==> config.mk <==
export PLATFORM = sky130hd
export DESIGN_NAME = tcw_ctrl
export DESIGN_NICKNAME = d
export VERILOG_FILES = /design/src/rtl/tcw_pkg.sv /design/src/rtl/tcw_ctrl.sv
export VERILOG_INCLUDE_DIRS = /design/src /design/src/rtl
export SDC_FILE = /design/constraint.sdc
export NUM_CORES = 1
export LEC_CHECK = 0
export BUFFER_PORTS_ARGS = -buffer_cell sky130_fd_sc_hd__buf_2
export CAP_MARGIN = 20
export CORE_UTILIZATION = 34
export CTS_BUF_LIST = sky130_fd_sc_hd__clkbuf_8
export CTS_CLUSTER_DIAMETER = 120
export CTS_CLUSTER_SIZE = 40
export DETAILED_ROUTE_END_ITERATION = 16
export GPL_TIMING_DRIVEN = 0
export PLACE_DENSITY = 0.68
export SKIP_CTS_REPAIR_TIMING = 1
export SYNTH_ARGS = -nofsm -noshare
export SYNTH_HDL_FRONTEND = slang
export SYNTH_SLANG_ARGS = --single-unit
==> constraint.sdc <==
create_clock -name clk_i -period 2.1 [get_ports clk_i]
set_input_delay 0.105 -clock clk_i [delete_from_list [all_inputs] [get_ports clk_i]]
set_output_delay 0.105 -clock clk_i [all_outputs]
set_load 0.02 [all_outputs]
==> src/rtl/text_console_writer_assert.svh <==
// Assertion macros for the text console writer RTL, used by the sequencer.
`ifndef TEXT_CONSOLE_WRITER_ASSERT_SVH
`define TEXT_CONSOLE_WRITER_ASSERT_SVH

`ifndef SYNTHESIS

// Property must hold at every clock edge outside reset.
`define TCW_ASSERT(lbl, clk, rst_n, prop) \
  lbl: assert property (@(posedge clk) disable iff (!rst_n) (prop)) \
    else $error("tcw assertion failed");

// Expression must never be true outside reset.
`define TCW_NEVER(lbl, clk, rst_n, expr) \
  lbl: assert property (@(posedge clk) disable iff (!rst_n) !(expr)) \
    else $error("tcw forbidden condition");

`else

`define TCW_ASSERT(lbl, clk, rst_n, prop)
`define TCW_NEVER(lbl, clk, rst_n, expr)

`endif

`endif

==> src/rtl/tcw_pkg.sv <==
// Shared types and constants of the text console writer.
package tcw_pkg;

  localparam int unsigned MODE_W      = 2;
  localparam int unsigned CHAR_W      = 8;
  localparam int unsigned RIDX_W      = 11;
  localparam int unsigned COL_W       = 7;
  localparam int unsigned ROW_W       = 5;
  localparam int unsigned OFF_W       = 11;
  localparam int unsigned VAL_W       = 16;
  localparam int unsigned S_TDATA_W   = 24;
  localparam int unsigned M_TDATA_W   = 40;
  localparam int unsigned M_PAD_W     = M_TDATA_W - COL_W - ROW_W - OFF_W - VAL_W;
  localparam int unsigned CFG_INDEX_W = 1;
  localparam int unsigned CFG_DATA_W  = 8;

  localparam logic [CFG_INDEX_W-1:0] CFG_TEXT_ATTR  = 1'b0;
  localparam logic [CFG_INDEX_W-1:0] CFG_BLANK_ATTR = 1'b1;

  localparam logic [CHAR_W-1:0] CHAR_TAB   = 8'h09;
  localparam logic [CHAR_W-1:0] CHAR_LF    = 8'h0A;
  localparam logic [CHAR_W-1:0] CHAR_CR    = 8'h0D;
  localparam logic [CHAR_W-1:0] CHAR_SPACE = 8'h20;

  localparam logic [CFG_DATA_W-1:0] TEXT_ATTR_RST  = 8'h0F;
  localparam logic [CFG_DATA_W-1:0] BLANK_ATTR_RST = 8'h07;
  localparam logic [VAL_W-1:0]      RESET_BLANK    = 16'h0720;

  typedef enum logic [MODE_W-1:0] {
    MODE_PUT   = 2'd0,
    MODE_CLEAR = 2'd1,
    MODE_READ  = 2'd2,
    MODE_NOP   = 2'd3
  } mode_e;

  typedef struct packed {
    logic load_item;
    logic clr_start;
    logic clr_step;
    logic fill_reset;
    logic home;
    logic wrap;
    logic scroll_start;
    logic copy_rd;
    logic blank_start;
    logic blank_step;
    logic newline;
    logic store;
    logic tab_inc;
    logic capture;
    logic out_load;
  } tcw_cmd_t;

  typedef struct packed {
    logic is_newline;
    logic is_tab;
    logic need_scroll;
    logic cnt_last;
    logic tab_last;
    logic out_free;
  } tcw_status_t;

endpackage

==> src/rtl/tcw_ctrl.sv <==
// Sequencer of the text console writer: handshake, sweeps, put steps and reads.
`include "text_console_writer_assert.svh"

module tcw_ctrl import tcw_pkg::*; (
  input  logic              clk_i,
  input  logic              rst_ni,
  input  logic              s_tvalid_i,
  input  logic [MODE_W-1:0] s_mode_i,
  output logic              s_tready_o,
  input  tcw_status_t       st_i,
  output tcw_cmd_t          cmd_o
);

  typedef enum logic [8:0] {
    S_IDLE  = 9'b000000001,
    S_CLEAR = 9'b000000010,
    S_WRAP  = 9'b000000100,
    S_COPY  = 9'b000001000,
    S_DRAIN = 9'b000010000,
    S_BLANK = 9'b000100000,
    S_ACT   = 9'b001000000,
    S_READ  = 9'b010000000,
    S_RESP  = 9'b100000000
  } state_e;

  state_e state_q, state_d;
  logic   init_q, init_d;

  assign s_tready_o = (state_q == S_IDLE);

  always_comb begin
    state_d          = state_q;
    init_d           = init_q;
    cmd_o            = '0;
    cmd_o.fill_reset = init_q;
    unique case (state_q)
      S_IDLE: begin
        if (s_tvalid_i) begin
          cmd_o.load_item = 1'b1;
          unique case (mode_e'(s_mode_i))
            MODE_PUT:   state_d = S_WRAP;
            MODE_CLEAR: begin
              cmd_o.clr_start = 1'b1;
              state_d         = S_CLEAR;
            end
            MODE_READ:  state_d = S_READ;
            MODE_NOP:   state_d = S_RESP;
          endcase
        end
      end
      S_CLEAR: begin
        cmd_o.clr_step = 1'b1;
        if (st_i.cnt_last) begin
          if (init_q) begin
            init_d  = 1'b0;
            state_d = S_IDLE;
          end else begin
            cmd_o.home = 1'b1;
            state_d    = S_RESP;
          end
        end
      end
      S_WRAP: begin
        cmd_o.wrap = 1'b1;
        if (st_i.need_scroll) begin
          cmd_o.scroll_start = 1'b1;
          state_d            = S_COPY;
        end else begin
          state_d = S_ACT;
        end
      end
      S_COPY: begin
        cmd_o.copy_rd = 1'b1;
        if (st_i.cnt_last) begin
          state_d = S_DRAIN;
        end
      end
      S_DRAIN: begin
        // last copy beat retires here
        cmd_o.blank_start = 1'b1;
        state_d           = S_BLANK;
      end
      S_BLANK: begin
        cmd_o.blank_step = 1'b1;
        if (st_i.cnt_last) begin
          state_d = S_ACT;
        end
      end
      S_ACT: begin
        if (st_i.is_newline) begin
          cmd_o.newline = 1'b1;
          state_d       = S_RESP;
        end else if (st_i.is_tab) begin
          cmd_o.store   = 1'b1;
          cmd_o.tab_inc = 1'b1;
          state_d       = st_i.tab_last ? S_RESP : S_WRAP;
        end else begin
          cmd_o.store = 1'b1;
          state_d     = S_RESP;
        end
      end
      S_READ: begin
        cmd_o.capture = 1'b1;
        state_d       = S_RESP;
      end
      S_RESP: begin
        if (st_i.out_free) begin
          cmd_o.out_load = 1'b1;
          state_d        = S_IDLE;
        end
      end
      default: state_d = S_IDLE;
    endcase
  end

  always_ff @(posedge clk_i or negedge rst_ni) begin
    if (!rst_ni) begin
      state_q <= S_CLEAR;
      init_q  <= 1'b1;
    end else begin
      state_q <= state_d;
      init_q  <= init_d;
    end
  end

  `TCW_ASSERT(a_load_when_free, clk_i, rst_ni, cmd_o.out_load |-> st_i.out_free)
  `TCW_ASSERT(a_put_to_wrap, clk_i, rst_ni, (s_tvalid_i && s_tready_o && s_mode_i == MODE_PUT) |=> state_q == S_WRAP)
  `TCW_ASSERT(a_copy_to_drain, clk_i, rst_ni, (state_q == S_COPY && st_i.cnt_last) |=> state_q == S_DRAIN)
  `TCW_NEVER(a_ready_in_init, clk_i, rst_ni, init_q && s_tready_o)

endmodule

==> summary by stage <==
Status
The run finished, with violations left. The final reports fail on negative setup slack.

Logic synthesis
The area of the mapped netlist is 835 µm². The count of mapped cells out of synthesis is 98. In this run, synthesis inferred 0 flip-flops with an integrated enable.

Measured against the total synthesized area, the mux share comes to 0. The count of state elements after synthesis is 10. Synthesis produced a netlist with a net count of 109.

Sorting the synthesized cells by how often they occur yields sky130_fd_sc_hd__nor2_1, sky130_fd_sc_hd__dfrtp_1, sky130_fd_sc_hd__nor3_1, sky130_fd_sc_hd__nand2_1. The simple logic cell fraction of the synthesized area is 0.421. The synthesized area per cell is 8.52 µm². Yosys mapped the design onto 45 distinct sky130hd cell types. The xor and xnor fraction of the mapped netlist area is 0.0315.

Yosys printed 0 warnings. Of the total synthesized cell area, the portion taken by full adders, half adders and majority gates is 0. The sequential cell area fraction in the yosys report is 0.303.

After synthesis, the share of flip-flops with an asynchronous set or reset is 1.00. Of the post-synthesis cell area, the dominant cell type holds 0.240. The largest family of logic cells by synthesized area is simple AND/OR/NAND/NOR gates. The share of the synthesized area in compound gates (AO/OA/AOI/OAI) is 0.151. Among all flip-flop cells after synthesis, the most frequent one is sky130_fd_sc_hd__dfrtp_1. The most frequently used cell type in the post-synthesis netlist is sky130_fd_sc_hd__nor2_1. By area the synthesized netlist is led by sky130_fd_sc_hd__dfrtp_1, sky130_fd_sc_hd__dfstp_2, sky130_fd_sc_hd__nor2_1. The synthesized design spends more area on one cell type than any other, namely sky130_fd_sc_hd__dfrtp_1.

Power
The share of total power dissipated in combinational logic is 0.580. The internal power summed over all cells is 0.610 mW. IR analysis of the VDD net gives a maximum drop of 0.710 mV. In this run the static leakage power is 0.554 nW. The fraction of power consumed by the clock network is 0.186. The analysis attributes to net switching a power of 0.495 mW. The power density over the cells is 1000 mW/mm². Of the total power, the share spent switching nets is 0.448. The register share of total power is 0.234.

The post-layout total power is 1.11 mW.

CTS
The clock reaches the later pin of the worst-skew pair after 0.24 ns. The tree is rooted in a sky130_fd_sc_hd__clkbuf_8. The number of sinks driven by the clock tree is 10. The clock passes through at most 2 buffers. The number of buffers inserted during clock tree synthesis is 3. The post-CTS clock slew at the launch and capture registers of the worst setup and hold paths is 0.05 ns. The TritonCTS clock tree is built. The number of H-tree levels is 1.

Timing
The slew at the pin closest to its max-slew limit is 0.532 ns. The aggregate negative setup slack is -0.0521 ns. The worst hold slack across all endpoints is 0.170 ns. The share of the cycle needed by the critical path after routing is 1.02. Setup repair after global routing could not meet its margin everywhere. The final number of max-transition violations is 0. The worst clock skew is 0.00558 ns.

The minimum setup slack in the final design is -0.0333 ns. The worst pin sits at a relative slew slack of 0.645. Subtracting the final worst setup slack from the clock period gives 2.13 ns. Setup violations remaining at the end of the flow were counted as 2. The maximum operating frequency is 469 MHz.

The number of hold-slack violations in the final timing report is 0.

Drt
In the routed design, unresolved DRC markers number 0. For this run, the detailed router's first-pass iteration total came to 4. The detailed-route via count is 870. The post-detailed-route wirelength per cell is 13.6 µm. Dividing the detail-routed via count by the number of cells gives 5.51. The count of nets left with antenna violations once routing finished came out at 0. After the first detailed-routing iteration, the DRC count stood at 26. The total wire length is 2150 µm.

Cells and area
The proportion of layout cells with a drive suffix above 1 is 0.392. The number of fill cells is 234. The final layout contains 142 nets. The core utilization of the finished layout is 0.488. Relative to the synthesized area, the layout overhead comes to 31.8%. The count of inserted antenna diode cells is 0.

GRT
The final global-route overflow total is 0. The aggregate global-route resource usage is 0.175. The maximum number of pins on one net before global-route repair is 11.

The number of global-route vias before repair is 744. The number of antenna violations at the first check in global routing is 0. The first-pass GRT wire length is 3420 µm.

Critical path
STA classifies the critical path endpoint as a primary output. In this run the register-to-register setup slack is 0.19 ns. The largest fanout on the critical path is 6. The worst setup path is of the reg -> out kind. The sort of element at the start of the critical path is a flop. The arrival time of data at the critical path endpoint is 2.03 ns. The required arrival time at the worst endpoint is 2.00 ns.

Run
The count of max-cap constraint violations is 0.

Floorplan
The row count is 17. The initial utilization of the core area, before any placement, comes to 0.370. From left edge to right edge, the die measures 51.5 µm. In this run the standard cell core region covers 0.00225 mm². The vertical die dimension is 51.5 µm. The boundary pin count is 27. The area enclosed by the die boundary is 0.00266 mm².

Min path
The min-delay analysis places its worst path in the category in -> reg.

Place
After legalization and detailed placement, the total HPWL measured 1550 µm. During placement, the flow inserted port buffers numbering 26. The final weighted congestion in routability-driven placement is 0.871.
==> per-layer routing <==
metal,track usage,vias up,share of wire
met5,0,-,0
met4,0.0405,0,0.0074
met3,0.0526,4,0.067
met2,0.268,29,0.47
met1,0.241,408,0.45
li1,-,429,-
==> power groups by stage <==
stage                     sequential (mW)  clock, mW  combinational [mW]
final                               0.259      0.205               0.641
after CTS                           0.252      0.212               0.614
after global routing                0.264      0.223               0.701
after floorplan                     0.248          0               0.482
after global placement              0.254          0               0.607
after detailed placement            0.254          0               0.610
==> worst max-delay path, cell delays in order, from the launching register on <==
cell and delay (ns):
sky130_fd_sc_hd__dfrtp_1 0.37, sky130_fd_sc_hd__buf_6 0.14, sky130_fd_sc_hd__or4_4 0.58, sky130_fd_sc_hd__nor4b_4 0.37, sky130_fd_sc_hd__and2_4 0.22, sky130_fd_sc_hd__buf_6 0.11
==> worst paths after layout <==
check                                start    endpoint  cells after the start
worst max-delay path            state_q[7]    cmd_o[8]                      5
worst min-delay path               st_i[2]      init_q                      3
worst max register to register  state_q[6]  state_q[3]                      5
worst min register to register      init_q      init_q                      1
max in group asynchronous           rst_ni      init_q                      2
min in group asynchronous           rst_ni  state_q[0]                      2
==> state kept, by name, indices dropped and copies added, names as in the netlist <==
register,cells
init_q,1
state_q,9
==> final cells by class <==
class | count | area (µm²) | area share
clock inverter | 1 | 3.75 | 0.00341
timing repair buffer | 31 | 185 | 0.168
clock buffer | 3 | 41.3 | 0.0375
tap | 28 | 35.0 | 0.0319
sequential | 10 | 253 | 0.230
buffer | 8 | 52.6 | 0.0478
multi-input combinational | 74 | 518 | 0.471
inverter | 3 | 11.3 | 0.0102
==> through the flow <==
stage / std cells / setup slack [ns] / cell area [µm²]
4_1_cts: 156 / -0.0875 / 1040
6_report: 158 / -0.0333 / 1100
3_5_place_dp: 152 / 0.118 / 1000
3_3_place_gp: 152 / 0.159 / 1000
2_1_floorplan: 98 / 0.0671 / 835
5_1_grt: 158 / -0.123 / 1100
==> cells in the final DEF (no fill, tap or decap), types with 2 or more instances in the layout <==
master / netlist / routed
sky130_fd_sc_hd__nand4_1: 2 / 2
sky130_fd_sc_hd__clkbuf_8: 0 / 3
sky130_fd_sc_hd__buf_6: 2 / 4
sky130_fd_sc_hd__buf_4: 2 / 6
sky130_fd_sc_hd__and2_1: 2 / 2
sky130_fd_sc_hd__buf_2: 2 / 25
sky130_fd_sc_hd__o211ai_1: 2 / 2
sky130_fd_sc_hd__dfstp_2: 2 / 2
sky130_fd_sc_hd__a21o_1: 3 / 3
sky130_fd_sc_hd__nor3b_1: 3 / 3
sky130_fd_sc_hd__a21oi_1: 2 / 2
sky130_fd_sc_hd__dfrtp_1: 8 / 8
sky130_fd_sc_hd__nand3b_1: 3 / 3
sky130_fd_sc_hd__nor3_1: 8 / 7
sky130_fd_sc_hd__nor4_1: 4 / 4
sky130_fd_sc_hd__inv_1: 2 / 3
sky130_fd_sc_hd__o21ai_1: 3 / 3
sky130_fd_sc_hd__nor2_1: 11 / 10
sky130_fd_sc_hd__nand2_1: 5 / 5
sky130_fd_sc_hd__xor2_1: 2 / 2
sky130_fd_sc_hd__or4b_2: 2 / 2
==> cells by family after synthesis <==
kind of cell           after synthesis
AO/OA/AOI/OAI                       18
XOR/XNOR                             3
buffers and inverters               14
flip-flops                          10
AND/OR/NAND/NOR                     53
Note: power is estimated with default switching activity, not from simulation.
